### config.mk
export PLATFORM = sky130hd
export DESIGN_NAME = rtl_run_reverser_flat
export DESIGN_NICKNAME = d
export VERILOG_FILES = /design/src/hdl/rr_pkg.sv /design/src/hdl/rr_if.sv /design/src/hdl/rr_stack_mem.sv /design/src/hdl/rr_ctrl.sv /design/src/hdl/rtl_run_reverser.sv /design/src/flat_wrapper.sv
export SDC_FILE = /design/constraint.sdc
export NUM_CORES = 1
export LEC_CHECK = 0
export BUFFER_PORTS_ARGS = -buffer_cell sky130_fd_sc_hd__buf_2
export CORE_ASPECT_RATIO = 1.25
export CORE_MARGIN = 2
export CORE_UTILIZATION = 45
export DETAILED_ROUTE_END_ITERATION = 16
export SETUP_SLACK_MARGIN = 0.15
export SYNTH_ARGS = -nofsm -noshare
export SYNTH_HDL_FRONTEND = slang
export SYNTH_SLANG_ARGS = --single-unit
### constraint.sdc
create_clock -name clock -period 8.3 [get_ports clock]
set_input_delay 1.66 -clock clock [delete_from_list [all_inputs] [get_ports clock]]
set_output_delay 1.66 -clock clock [all_outputs]
set_load 0.02 [all_outputs]
### src/hdl/rr_pkg.sv
`timescale 1ns / 1ps

package rr_pkg;

   // Code point width
   localparam int CP_W = 21;

   // Right-to-left blocks
   localparam logic [CP_W-1:0] ARABIC_LO     = 21'h000600;
   localparam logic [CP_W-1:0] ARABIC_HI     = 21'h0006FF;
   localparam logic [CP_W-1:0] ARABIC_SUP_LO = 21'h000750;
   localparam logic [CP_W-1:0] ARABIC_SUP_HI = 21'h00077F;
   localparam logic [CP_W-1:0] ARABIC_EXA_LO = 21'h0008A0;
   localparam logic [CP_W-1:0] ARABIC_EXA_HI = 21'h0008FF;
   localparam logic [CP_W-1:0] HEBREW_LO     = 21'h000590;
   localparam logic [CP_W-1:0] HEBREW_HI     = 21'h0005FF;
   localparam logic [CP_W-1:0] PRES_FORMS_LO = 21'h00FE70;
   localparam logic [CP_W-1:0] PRES_FORMS_HI = 21'h00FEFF;
   localparam logic [CP_W-1:0] CP_NEWLINE    = 21'h00000A;

   // Sequencer states
   typedef enum logic [2:0] {
      ST_IDLE,
      ST_RD,
      ST_OUT,
      ST_EMIT,
      ST_PUSH
   } rr_state_type;

   // What follows once the held run has been released
   typedef enum logic [1:0] {
      NXT_EMIT,
      NXT_PUSH,
      NXT_DONE
   } rr_next_type;

   // Result handed from the sequencer to the output register
   typedef struct packed {
      logic            load;
      logic [CP_W-1:0] cp;
      logic            last;
   } rr_out_type;

   function automatic logic is_rtl(input logic [CP_W-1:0] cp);
      logic rtl;
      rtl = ((cp >= ARABIC_LO)     && (cp <= ARABIC_HI))     ||
            ((cp >= ARABIC_SUP_LO) && (cp <= ARABIC_SUP_HI)) ||
            ((cp >= ARABIC_EXA_LO) && (cp <= ARABIC_EXA_HI)) ||
            ((cp >= HEBREW_LO)     && (cp <= HEBREW_HI))     ||
            ((cp >= PRES_FORMS_LO) && (cp <= PRES_FORMS_HI));
      return rtl && (cp != CP_NEWLINE);
   endfunction

endpackage

### src/hdl/rr_if.sv
`timescale 1ns / 1ps

// Input channel: one decoded code point per transaction
interface rr_req_if;
   logic                      valid;
   logic                      ready;
   logic [rr_pkg::CP_W-1:0]   code_point;
   logic                      end_of_text;

   modport source (output valid, output code_point, output end_of_text, input ready);
   modport sink   (input valid, input code_point, input end_of_text, output ready);
endinterface

// Result channel: one reordered code point per transaction
interface rr_rsp_if;
   logic                      valid;
   logic                      ready;
   logic [rr_pkg::CP_W-1:0]   out_code_point;
   logic                      last_of_burst;

   modport source (output valid, output out_code_point, output last_of_burst, input ready);
   modport sink   (input valid, input out_code_point, input last_of_burst, output ready);
endinterface

### src/hdl/rr_stack_mem.sv
`timescale 1ns / 1ps

module rr_stack_mem #(
   parameter int DEPTH = 32,
   parameter int AW    = 5
) (
   input  logic                    clock,
   input  logic                    wr_en,
   input  logic [AW-1:0]           wr_addr,
   input  logic [rr_pkg::CP_W-1:0] wr_data,
   input  logic                    rd_en,
   input  logic [AW-1:0]           rd_addr,
   output logic [rr_pkg::CP_W-1:0] rd_data
);

   logic [rr_pkg::CP_W-1:0] mem [DEPTH];
   logic [rr_pkg::CP_W-1:0] rd_data_ff;

   // Write port
   always_ff @(posedge clock) begin
      if (wr_en) begin
         mem[wr_addr] <= wr_data;
      end
   end

   // Registered read port, holds its data between reads
   always_ff @(posedge clock) begin
      if (rd_en) begin
         rd_data_ff <= mem[rd_addr];
      end
   end

   assign rd_data = rd_data_ff;

endmodule

### src/hdl/rr_ctrl.sv
`timescale 1ns / 1ps

module rr_ctrl #(
   parameter int RUN_DEPTH = 32,
   parameter int AW        = 5,
   parameter int CW        = 6
) (
   input  logic                    clock,
   input  logic                    reset,
   rr_req_if.sink                  req_ch,
   input  logic                    out_free,
   output rr_pkg::rr_out_type      out,
   output logic                    wr_en,
   output logic [AW-1:0]           wr_addr,
   output logic [rr_pkg::CP_W-1:0] wr_data,
   output logic                    rd_en,
   output logic [AW-1:0]           rd_addr,
   input  logic [rr_pkg::CP_W-1:0] rd_data,
   output logic [CW-1:0]           count
);

   rr_pkg::rr_state_type    state_ff, state_in;
   rr_pkg::rr_next_type     next_ff, next_in;
   logic [CW-1:0]           count_ff, count_in;
   logic [CW-1:0]           count_m1, count_m2;
   logic [rr_pkg::CP_W-1:0] cp_ff;
   logic                    eot_ff;
   logic                    accept;
   logic                    rtl;

   assign req_ch.ready = (state_ff == rr_pkg::ST_IDLE);
   assign accept       = req_ch.valid && req_ch.ready;
   assign rtl          = rr_pkg::is_rtl(req_ch.code_point);
   assign count_m1     = count_ff - CW'(1);
   assign count_m2     = count_ff - CW'(2);
   assign count        = count_ff;

   // Control registers
   always_ff @(posedge clock) begin
      if (reset) begin
         state_ff <= rr_pkg::ST_IDLE;
         next_ff  <= rr_pkg::NXT_DONE;
         count_ff <= '0;
      end else begin
         state_ff <= state_in;
         next_ff  <= next_in;
         count_ff <= count_in;
      end
   end

   // Held transaction
   always_ff @(posedge clock) begin
      if (accept) begin
         cp_ff  <= req_ch.code_point;
         eot_ff <= req_ch.end_of_text;
      end
   end

   // Sequencer: push, release the run top first, then emit or push
   always_comb begin
      state_in = state_ff;
      next_in  = next_ff;
      count_in = count_ff;
      wr_en    = 1'b0;
      wr_addr  = count_ff[AW-1:0];
      wr_data  = req_ch.code_point;
      rd_en    = 1'b0;
      rd_addr  = count_m1[AW-1:0];
      out.load = 1'b0;
      out.cp   = rd_data;
      out.last = 1'b0;

      unique case (state_ff)
         rr_pkg::ST_IDLE: begin
            if (accept) begin
               if (rtl && (count_ff < CW'(RUN_DEPTH))) begin
                  wr_en    = 1'b1;
                  count_in = count_ff + CW'(1);
                  if (req_ch.end_of_text) begin
                     next_in  = rr_pkg::NXT_DONE;
                     state_in = rr_pkg::ST_RD;
                  end
               end else if (rtl) begin
                  // full stack: release first, push afterwards
                  next_in  = rr_pkg::NXT_PUSH;
                  state_in = rr_pkg::ST_RD;
               end else begin
                  next_in  = rr_pkg::NXT_EMIT;
                  state_in = (count_ff == '0) ? rr_pkg::ST_EMIT : rr_pkg::ST_RD;
               end
            end
         end

         rr_pkg::ST_RD: begin
            rd_en    = 1'b1;
            state_in = rr_pkg::ST_OUT;
         end

         rr_pkg::ST_OUT: begin
            if (out_free) begin
               out.load = 1'b1;
               count_in = count_m1;
               if (count_ff == CW'(1)) begin
                  out.last = (next_ff == rr_pkg::NXT_DONE) ||
                             ((next_ff == rr_pkg::NXT_PUSH) && !eot_ff);
                  unique case (next_ff)
                     rr_pkg::NXT_EMIT: state_in = rr_pkg::ST_EMIT;
                     rr_pkg::NXT_PUSH: state_in = rr_pkg::ST_PUSH;
                     default:          state_in = rr_pkg::ST_IDLE;
                  endcase
               end else begin
                  // fetch the next entry while this one goes out
                  rd_en   = 1'b1;
                  rd_addr = count_m2[AW-1:0];
               end
            end
         end

         rr_pkg::ST_EMIT: begin
            out.cp = cp_ff;
            if (out_free) begin
               out.load = 1'b1;
               out.last = 1'b1;
               state_in = rr_pkg::ST_IDLE;
            end
         end

         rr_pkg::ST_PUSH: begin
            wr_en    = 1'b1;
            wr_addr  = '0;
            wr_data  = cp_ff;
            count_in = CW'(1);
            if (eot_ff) begin
               next_in  = rr_pkg::NXT_DONE;
               state_in = rr_pkg::ST_RD;
            end else begin
               state_in = rr_pkg::ST_IDLE;
            end
         end

         default: begin
            state_in = rr_pkg::ST_IDLE;
         end
      endcase
   end

endmodule

### src/hdl/rtl_run_reverser.sv
`timescale 1ns / 1ps

// Puts each contiguous right-to-left run (Hebrew, Arabic, Arabic Supplement,
// Arabic Extended-A, Arabic presentation forms; newline excluded) into visual
// order: such code points are held on a RUN_DEPTH-entry stack in a
// single-port-read memory, and any other code point or the end-of-text flag
// releases the run top first before the current code point goes out; a
// right-to-left code point that meets a full stack releases the run and is
// then pushed. One transaction is taken at a time. A right-to-left push
// writes the stack; a release reads it through the registered read port,
// fetching the next entry while the current one goes out, and delivers one
// entry per cycle while the output register is free; a code point passed on
// or pushed after the release follows it. A one-entry output register parts
// the result channel from the sequencer. The stack needs no clearing after
// reset.
module rtl_run_reverser #(
   parameter int RUN_DEPTH = 32
) (
   input  logic     clock,
   input  logic     reset,
   rr_req_if.sink   req_ch,
   rr_rsp_if.source rsp_ch
);

   localparam int AW = (RUN_DEPTH > 1) ? $clog2(RUN_DEPTH) : 1;
   localparam int CW = $clog2(RUN_DEPTH + 1);

   rr_pkg::rr_out_type      out;
   logic                    out_free;
   logic                    wr_en;
   logic [AW-1:0]           wr_addr;
   logic [rr_pkg::CP_W-1:0] wr_data;
   logic                    rd_en;
   logic [AW-1:0]           rd_addr;
   logic [rr_pkg::CP_W-1:0] rd_data;
   logic [CW-1:0]           count;
   logic                    rsp_valid_ff;
   logic [rr_pkg::CP_W-1:0] rsp_cp_ff;
   logic                    rsp_last_ff;

   rr_ctrl #(
      .RUN_DEPTH (RUN_DEPTH),
      .AW        (AW),
      .CW        (CW)
   ) u_ctrl (
      .clock    (clock),
      .reset    (reset),
      .req_ch   (req_ch),
      .out_free (out_free),
      .out      (out),
      .wr_en    (wr_en),
      .wr_addr  (wr_addr),
      .wr_data  (wr_data),
      .rd_en    (rd_en),
      .rd_addr  (rd_addr),
      .rd_data  (rd_data),
      .count    (count)
   );

   rr_stack_mem #(
      .DEPTH (RUN_DEPTH),
      .AW    (AW)
   ) u_stack (
      .clock   (clock),
      .wr_en   (wr_en),
      .wr_addr (wr_addr),
      .wr_data (wr_data),
      .rd_en   (rd_en),
      .rd_addr (rd_addr),
      .rd_data (rd_data)
   );

   // Output register
   assign out_free = !rsp_valid_ff || rsp_ch.ready;

   always_ff @(posedge clock) begin
      if (reset) begin
         rsp_valid_ff <= 1'b0;
      end else if (out.load) begin
         rsp_valid_ff <= 1'b1;
      end else if (rsp_ch.ready) begin
         rsp_valid_ff <= 1'b0;
      end
   end

   always_ff @(posedge clock) begin
      if (out.load) begin
         rsp_cp_ff   <= out.cp;
         rsp_last_ff <= out.last;
      end
   end

   assign rsp_ch.valid          = rsp_valid_ff;
   assign rsp_ch.out_code_point = rsp_cp_ff;
   assign rsp_ch.last_of_burst  = rsp_last_ff;

`ifndef SYNTHESIS
   // A pending result is never overwritten
   a_no_overwrite: assert property (@(posedge clock) disable iff (reset)
      out.load |-> out_free)
      else $error("result loaded while output register occupied");

   // Run never exceeds the stack
   a_count_range: assert property (@(posedge clock) disable iff (reset)
      count <= CW'(RUN_DEPTH))
      else $error("run count beyond stack depth");

   // Stack is never read and written in the same cycle
   a_no_rw_overlap: assert property (@(posedge clock) disable iff (reset)
      !(wr_en && rd_en))
      else $error("stack read and write overlap");

   // A push leaves the stack one deeper
   a_push_count: assert property (@(posedge clock) disable iff (reset)
      (wr_en && !rd_en && (count != '0)) |=> (count == $past(count) + CW'(1)))
      else $error("push did not grow the run");
`endif

endmodule

### src/flat_wrapper.sv
// flat-port wrapper written by rule: the top's interface ports become plain ports
module rtl_run_reverser_flat 
#(
   parameter int RUN_DEPTH = 32
)
  (clock, reset, req_ch_valid, req_ch_code_point, req_ch_end_of_text, req_ch_ready, rsp_ch_valid, rsp_ch_out_code_point, rsp_ch_last_of_burst, rsp_ch_ready);
  rr_req_if req_ch_i ();
  rr_rsp_if rsp_ch_i ();
  input  logic clock;
  input  logic reset;
  input wire logic [$bits(req_ch_i.valid)-1:0] req_ch_valid;
  input wire logic [$bits(req_ch_i.code_point)-1:0] req_ch_code_point;
  input wire logic [$bits(req_ch_i.end_of_text)-1:0] req_ch_end_of_text;
  output wire logic [$bits(req_ch_i.ready)-1:0] req_ch_ready;
  output wire logic [$bits(rsp_ch_i.valid)-1:0] rsp_ch_valid;
  output wire logic [$bits(rsp_ch_i.out_code_point)-1:0] rsp_ch_out_code_point;
  output wire logic [$bits(rsp_ch_i.last_of_burst)-1:0] rsp_ch_last_of_burst;
  input wire logic [$bits(rsp_ch_i.ready)-1:0] rsp_ch_ready;
  assign req_ch_i.valid = req_ch_valid;
  assign req_ch_i.code_point = req_ch_code_point;
  assign req_ch_i.end_of_text = req_ch_end_of_text;
  assign req_ch_ready = req_ch_i.ready;
  assign rsp_ch_valid = rsp_ch_i.valid;
  assign rsp_ch_out_code_point = rsp_ch_i.out_code_point;
  assign rsp_ch_last_of_burst = rsp_ch_i.last_of_burst;
  assign rsp_ch_i.ready = rsp_ch_ready;
  rtl_run_reverser #(.RUN_DEPTH(RUN_DEPTH)) u_core (.clock(clock), .reset(reset), .req_ch(req_ch_i), .rsp_ch(rsp_ch_i));
endmodule
# == Yosys cells after proc, flatten, opt, wreduce, memory -nomap -nowiden ==
# Memory sizes are Yosys's and may differ from the RTL's. A register that Yosys moved wholly into a read port is not among the register bits.
# Index checks and enable logic that the tools add are counted.
# totals
ff_bits,56
ram_bits,672
inputBits,26
memories,1
# classes
n_addsub,3
magnitude_cmp,11
n_eq_ne,15
n_mux,42
n_reduce_logical,27
# mem_list
name,depth,word_bits,rd,rd_ports_with_merged_regs,write_ports,line,text
u_core.u_stack.mem,32,21,1,1,1,rr_stack_mem.sv:16,logic [rr_pkg::CP_W-1:0] mem [DEPTH];
# ops
operator,count
>= comparator 21 x 11 -> 1 bit (second input constant),3
<= comparator 21 x 11 -> 1 bit (second input constant),3
2-to-1 mux 21 bit,2
>= comparator 21 x 12 -> 1 bit (second input constant),1
>= comparator 21 x 16 -> 1 bit (second input constant),1
<= comparator 21 x 12 -> 1 bit (second input constant),1
<= comparator 21 x 16 -> 1 bit (second input constant),1
!= test 21 x 4 -> 1 bit (second input constant),1
2-to-1 mux 5 bit,4
2-to-1 mux 3 bit,6
2-to-1 mux 6 bit,3
one-hot mux 6 bit (3 select lines),1
one-hot mux 3 bit (5 select lines),1
2-to-1 mux 1 bit,14
2-to-1 mux 2 bit,6
logical AND 1 bit,9
!= test 2 x 1 -> 1 bit (second input constant),4
AND reduction 4 bit,2
adder 6 x 1 -> 6 bit (second input constant),1
== test 3 x 2 -> 1 bit (second input constant),2
== test 6 x 1 -> 1 bit (second input constant),1
zero test 6 bit,1
logical OR 1 bit,6
< comparator 6 bit (second input constant),1
18 further kinds,23

# == Logic depth before layout (Yosys ltp) ==
# logic_depth
word_depth,13
ltp_mapped,13

# == By module ==
# A second synthesis with hierarchy kept.
# unflattened
hier_cells,1787
area_unflattened_um2,30078.8
# modules_own_cells
mod,instances,cells_each,area_per_inst_um2,seq_area_each_um2
rr_stack_mem,1,1481,26962.1,20810.0
rr_ctrl,1,280,2409.8,880.8
rtl_run_reverser,1,26,706.9,680.7

# == Worst setup path after synthesis ==
# Ideal clock, no wire load.
# synth_path
path_type,input to register
startpoint,input req_ch_code_point[8]
endpoint,memory u_core.u_stack.mem[0][0] (netlist bit) (enable)
arrival_time_ns,4.722
required_ns,7.872
path_slack_ns,3.149
cell_stages,6
n_path_buf,0
cell_sequence,nand2b_1 -> or3_1 -> a211oi_1 -> a31oi_1 -> or4b_2 -> o21ai_0
# synth_between
elab_chain_len,13
elab_cells_between_ends,27
classes_between,10 x order compare; 1 x eq/ne; 5 x mux; 11 x reduce/logical
# synth_rtl
element,line,text
"start, declared",flat_wrapper.sv:12,input wire logic [$bits(req_ch_i.code_point)-1:0] req_ch_code_point;
>= comparator 21 x 11 -> 1 bit (tied with other cells),rr_pkg.sv:46,rtl = ((cp >= ARABIC_LO) && (cp <= ARABIC_HI)) ||
"logical AND 1 bit, on equally long branches","rr_pkg.sv:46, rr_pkg.sv:47",
logical OR 1 bit,rr_pkg.sv:46,
logical OR 1 bit,rr_pkg.sv:47,((cp >= ARABIC_SUP_LO) && (cp <= ARABIC_SUP_HI)) ||
logical OR 1 bit,rr_pkg.sv:48,((cp >= ARABIC_EXA_LO) && (cp <= ARABIC_EXA_HI)) ||
logical OR 1 bit,rr_pkg.sv:49,((cp >= HEBREW_LO) && (cp <= HEBREW_HI)) ||
logical AND 1 bit *,rr_pkg.sv:51,return rtl && (cp != CP_NEWLINE);
logical AND 1 bit *,rr_ctrl.sv:76,if (rtl && (count_ff < CW'(RUN_DEPTH))) begin
2-to-1 mux 1 bit *,rr_ctrl.sv:76,
2-to-1 mux 1 bit *,rr_ctrl.sv:75,if (accept) begin
one-hot mux 1 bit (2 select lines) *,rr_ctrl.sv:73,unique case (state_ff)
2-to-1 mux 1 bit *,rr_stack_mem.sv:21,if (wr_en) begin
2-to-1 mux 1 bit (not written as such) *,rr_stack_mem.sv:22,mem[wr_addr] <= wr_data;
"end, declared",rr_stack_mem.sv:16,
# Mark *: on every way between the ends. The rest lies on a longest branch, timed or not.

# == Worst setup path in the final report ==
# layout_path
startpoint,register u_core.u_ctrl.count_ff[1] (netlist: u_core.u_ctrl.count[1])
endpoint,register u_core.u_stack.rd_data_ff (netlist bit u_core.u_stack.rd_data[6]) (read register of u_core.u_stack.mem) (data pin)
# layout_between
elab_chain_len,4
elab_cells_between_ends,9
classes_between,2 x add/sub; 1 x eq/ne; 6 x mux
# layout_rtl
element,line,text
"start, declared",rr_ctrl.sv:24,"logic [CW-1:0] count_ff, count_in;"
"start signal, assigned",rr_ctrl.sv:47,count_ff <= count_in;
subtractor 6 x 1 -> 6 bit (tied with other cells),rr_ctrl.sv:34,assign count_m1 = count_ff - CW'(1);
2-to-1 mux 5 bit / 2-to-1 mux 1 bit (equally long branches),rr_ctrl.sv:103,if (count_ff == CW'(1)) begin
2-to-1 mux 5 bit / 2-to-1 mux 1 bit (equally long branches),rr_ctrl.sv:100,if (out_free) begin
2-to-1 mux 5 bit / one-hot mux 1 bit (2 select lines) (equally long branches),rr_ctrl.sv:73,
"end, declared",rr_stack_mem.sv:17,logic [rr_pkg::CP_W-1:0] rd_data_ff;
# Several ways; a longest one is shown, not always the timed one.
# A chain may end at the register's enable or synchronous reset.

==> parameters.txt <==
Parameter                              Value

Status
  Run status    finished, final reports clean

Synth
  Most used flip-flop cell after synthesis    edfxtp_1
  Seq cells post-synth    between 700 and 800
  Synthesized-area fraction occupied by adder cells    0.002647
  Most area-consuming cells after synthesis    edfxtp_1, o22ai_1, mux2i_1
  Number of flops mapped to enable cells by yosys    737
  Synthesized area    around 33000 um^2
  Library cells used by synthesis    73
  Post-Synth Simple-Gate Area    0.06621
  Largest family of logic cells by synthesized area    compound AO/OA/AOI/OAI gates
  Number of standard cells after synthesis    around 2200
  Share of the yosys chip area belonging to registers    0.6761
  Mapped Avg Cell Area    around 15 um^2
  Largest area contributor in the netlist    edfxtp_1
  Share of cell area taken by muxes after synthesis    0.1013
  Area fraction of the dominant cell type after synthesis    0.6688
  List of most frequent post-synthesis cells    edfxtp_1, o22ai_1, mux2i_1
  Synth warnings    0
  Async S/R FF share, synth    0
  Post-synthesis compound-gate area fraction    0.1264
  Synth Area in XOR/XNOR    0.002118
  Synthesized net count    ~2300
  Dominant cell by count in the synthesized netlist    edfxtp_1

Critical path
  Critical path data arrival time    ~6 ns
  Register-to-register setup slack    2.55 ns
  Maximum fanout along the worst path    48
  Reg2reg start    u_core.u_ctrl.count[1]
  Critical path origin    u_core.u_ctrl.count[1]
  Critical Path Start Type    register
  R2r endpoint    u_core.u_stack.rd_data[6]
  Worst setup path endpoint    u_core.u_stack.rd_data[6]
  Depth of the most critical reg-to-reg path    10
  Sort of element at the end of the critical path    register
  Critical path required time    8.64 ns
  Critical path class    reg2reg

STA
  Final setup violation count    0
  Shortest period the worst path allows    about 5.7 ns
  Smallest hold slack    between 0.5 and 0.6 ns
  Maximum frequency from static timing analysis    ~170 MHz
  Setup repair after global routing missed its margin    no
  Worst relative slew slack    0.1365
  Transition time at the pin with the least slew margin    between 1 and 1.5 ns
  Number of failing hold endpoints at the final stage    0
  Count of pins over their slew limit    0
  Final clock period utilization by the worst path    0.6926
  Total negative setup slack    0 ns
  Setup slack of the critical path after layout    between 2 and 3 ns
  Skew final    between 0.015 and 0.02 ns

Clock tree
  TritonCTS Sinks    749
  TritonCTS buffer count    between 70 and 80
  Total setup buffers inserted after CTS    0
  TritonCTS clock tree    done
  Number of gates resized after cts    0
  Root buffer cell    clkbuf_16
  Number of levels in the clock H-tree    3
  Bufs on Longest Clock Path    3
  CTS hold repair buffers    0
  Clock latency reported for the late side of the worst-skew pair    roughly 0.63 ns
  Clock-pin slew reported for the worst setup and hold paths after clock tree synthesis    0.07 ns

Placement
  HPWL after detailed placement    between 50000 and 60000 um
  DP Cell Count    about 3100
  Port Buffers    49
  Global placement routability congestion    approximately 0.90
  Placement-stage worst setup slack    approximately 2.6 ns

Power
  Pleak    11.78 nW
  Switching Power    0.005395 W
  Power per cell area    approximately 380 nW/um^2
  Largest voltage drop on the vdd net    between 0.3 and 0.4 mV
  Reg power frac    0.332
  Sw Share    0.3853
  Logic pwr share    0.430
  Cell-internal power    roughly 0.0086 W
  Clock group share of total power    0.238

Routing
  Antenna viol nets, final    0
  Total number of vias    21510
  DR DRC count    0
  Drt total wl    94960 um
  Length of the first detailed-routing pass in iterations    5
  DR WL/cell    29.09 um
  Via-to-Cell Ratio    6.591
  Iteration-0 DRC Markers    ~2500

Global routing
  Initial antenna violation count    4
  Global-route wire length before repair    between 100000 and 150000 um
  Maximum number of pins on one net before global-route repair    147
  Overall Global Routing Usage    0.2482
  Total overflow reported by the global router    0
  Via count of the first global-routing pass    21290

Floorplan
  Vertical die dimension    around 300 um
  Die X    about 250 um
  Placeable Area    around 73000 um^2
  Die area    ~76000 um^2
  Initial core utilization    0.4530
  Boundary pin count    50
  Standard-cell row count    between 100 and 150

Finish
  Number of filler instances in the final layout    around 6000
  Diode count    0
  Area used by multi-input combinational logic    around 10000 um^2
  Syn-to-layout area delta    11.56%
  Final design utilization    0.5053
  Count of placed standard cells in the final layout, fillers left out    between 3000 and 4000
  Proportion of layout cells with a drive suffix above 1    0.1819
  Layout net count    around 2300
  Seq. cell area    approximately 22000 um^2

Worst hold path
  Hold Crit Class    reg2reg

Flow run
  Maxcap violations    0
-- how the worst min path moves through the flow --
stage,start,to,slack (ns),cells after the start
finish,u_core.u_ctrl.next_ff[0],u_core.u_ctrl.state_ff[2],0.55,2
global route,u_core.u_ctrl.cp_ff[15],u_core.rsp_ch.out_code_point[15],0.60,1
CTS,u_core.u_ctrl.next_ff[0],u_core.u_ctrl.state_ff[2],0.54,2
detailed placement,u_core.u_ctrl.next_ff[0],u_core.u_ctrl.state_ff[2],0.53,2
global placement,u_core.u_ctrl.next_ff[0],u_core.u_ctrl.state_ff[2],0.54,2
floorplan,u_core.u_ctrl.next_ff[0],u_core.u_ctrl.state_ff[2],0.48,2
-- placed cells by master (no fill, tap or decap), types with 6 or more instances in the layout --
cell type and n:
a211oi_1 7, nor4_1 25, clkinv_1 14, buf_2 49, a221oi_1 40, a21oi_1 56, and4bb_2 12, nor4bb_1 6
bufinv_16 7, mux4_2 42, edfxtp_1 737, buf_4 59, nor2_1 62, or3_1 42, mux2_2 79, nand2_1 129
dfxtp_1 10, nand2b_1 7, clkbuf_16 77, o22a_1 42, a31oi_1 7, nand4_1 6, nor3_1 49, clkbuf_1 12
inv_1 11, mux2i_1 149, o311ai_0 21, nand3_1 19, o21ai_0 13, clkinv_2 13, a22oi_1 41, nor2_4 7
o221ai_1 61, o22ai_1 245, nor2_2 25, a32oi_1 19
-- registers in the layout (all words and copies together), names as in the netlist --
name                          count
u_core.u_stack.mem              672
u_core.rsp_ch.out_code_point     21
u_core.u_ctrl.cp_ff              21
u_core.u_stack.rd_data           21
u_core.u_ctrl.count               6
u_core.u_ctrl.state_ff            3
u_core.u_ctrl.next_ff             2
u_core.rsp_ch.last_of_burst       1
u_core.rsp_ch.valid               1
u_core.u_ctrl.eot_ff              1
-- layer usage --
metal  up-vias  wire (um)  share of wire  global-route usage
met3       196       7140          0.075             0.03373
li1       9273          -              -                   -
met4         0       2945          0.031             0.08784
met1     11000      38240           0.40              0.3329
met5         -          0              0                   0
met2      1042      46630           0.49              0.4147
-- critical path, stage by stage, from the launching register on --
cell,delay (ns)
dfxtp_2,0.68
inv_1,0.54
ha_1,0.34
or3b_1,0.52
o211ai_4,0.69
buf_4,0.48
mux2_4,0.54
nand2_2,0.54
nor3_1,0.13
nor4bb_1,0.80
nor4_1,0.14
-- power groups by stage --
stage / sequential, W / clock, W / combinational (W)
after floorplan: 0.00459 / 0 / 0.00425
after global placement: 0.00472 / 0 / 0.00590
after detailed placement: 0.00472 / 0 / 0.00596
after CTS: 0.00464 / 0.00338 / 0.00598
after global routing: 0.00465 / 0.00352 / 0.00641
final: 0.00465 / 0.00334 / 0.00602
-- through the flow --
step           total power (W)  area (um^2)
3_5_place_dp           0.01068        34540
6_report               0.01400        36910
3_3_place_gp           0.01062        34540
2_1_floorplan         0.008834        33090
4_1_cts                0.01401        36910
5_1_grt                0.01458        36910
-- logic make-up (layout without fill, tap and decap cells) --
| group | Yosys count | in the layout |
|---|---|---|
| buf+inv | 195 | 256 |
| simple gates | 427 | 427 |
| compound gates | 585 | 585 |
| flops | 749 | 749 |
| mux | 272 | 272 |
| xor+xnor | 8 | 8 |
| fa+ha+maj | 7 | 7 |
-- final cells by class --
type                            instances  share of cell area
Sequential cell                       749              0.6062
Multi-Input combinational cell       1299              0.2744
Clock buffer                           90             0.05379
Tap cell                              960             0.03254
Timing Repair Buffer                  113             0.02135
Clock inverter                         41             0.01047
Inverter                               12            0.001220
Power figures use the tool's default switching activity.
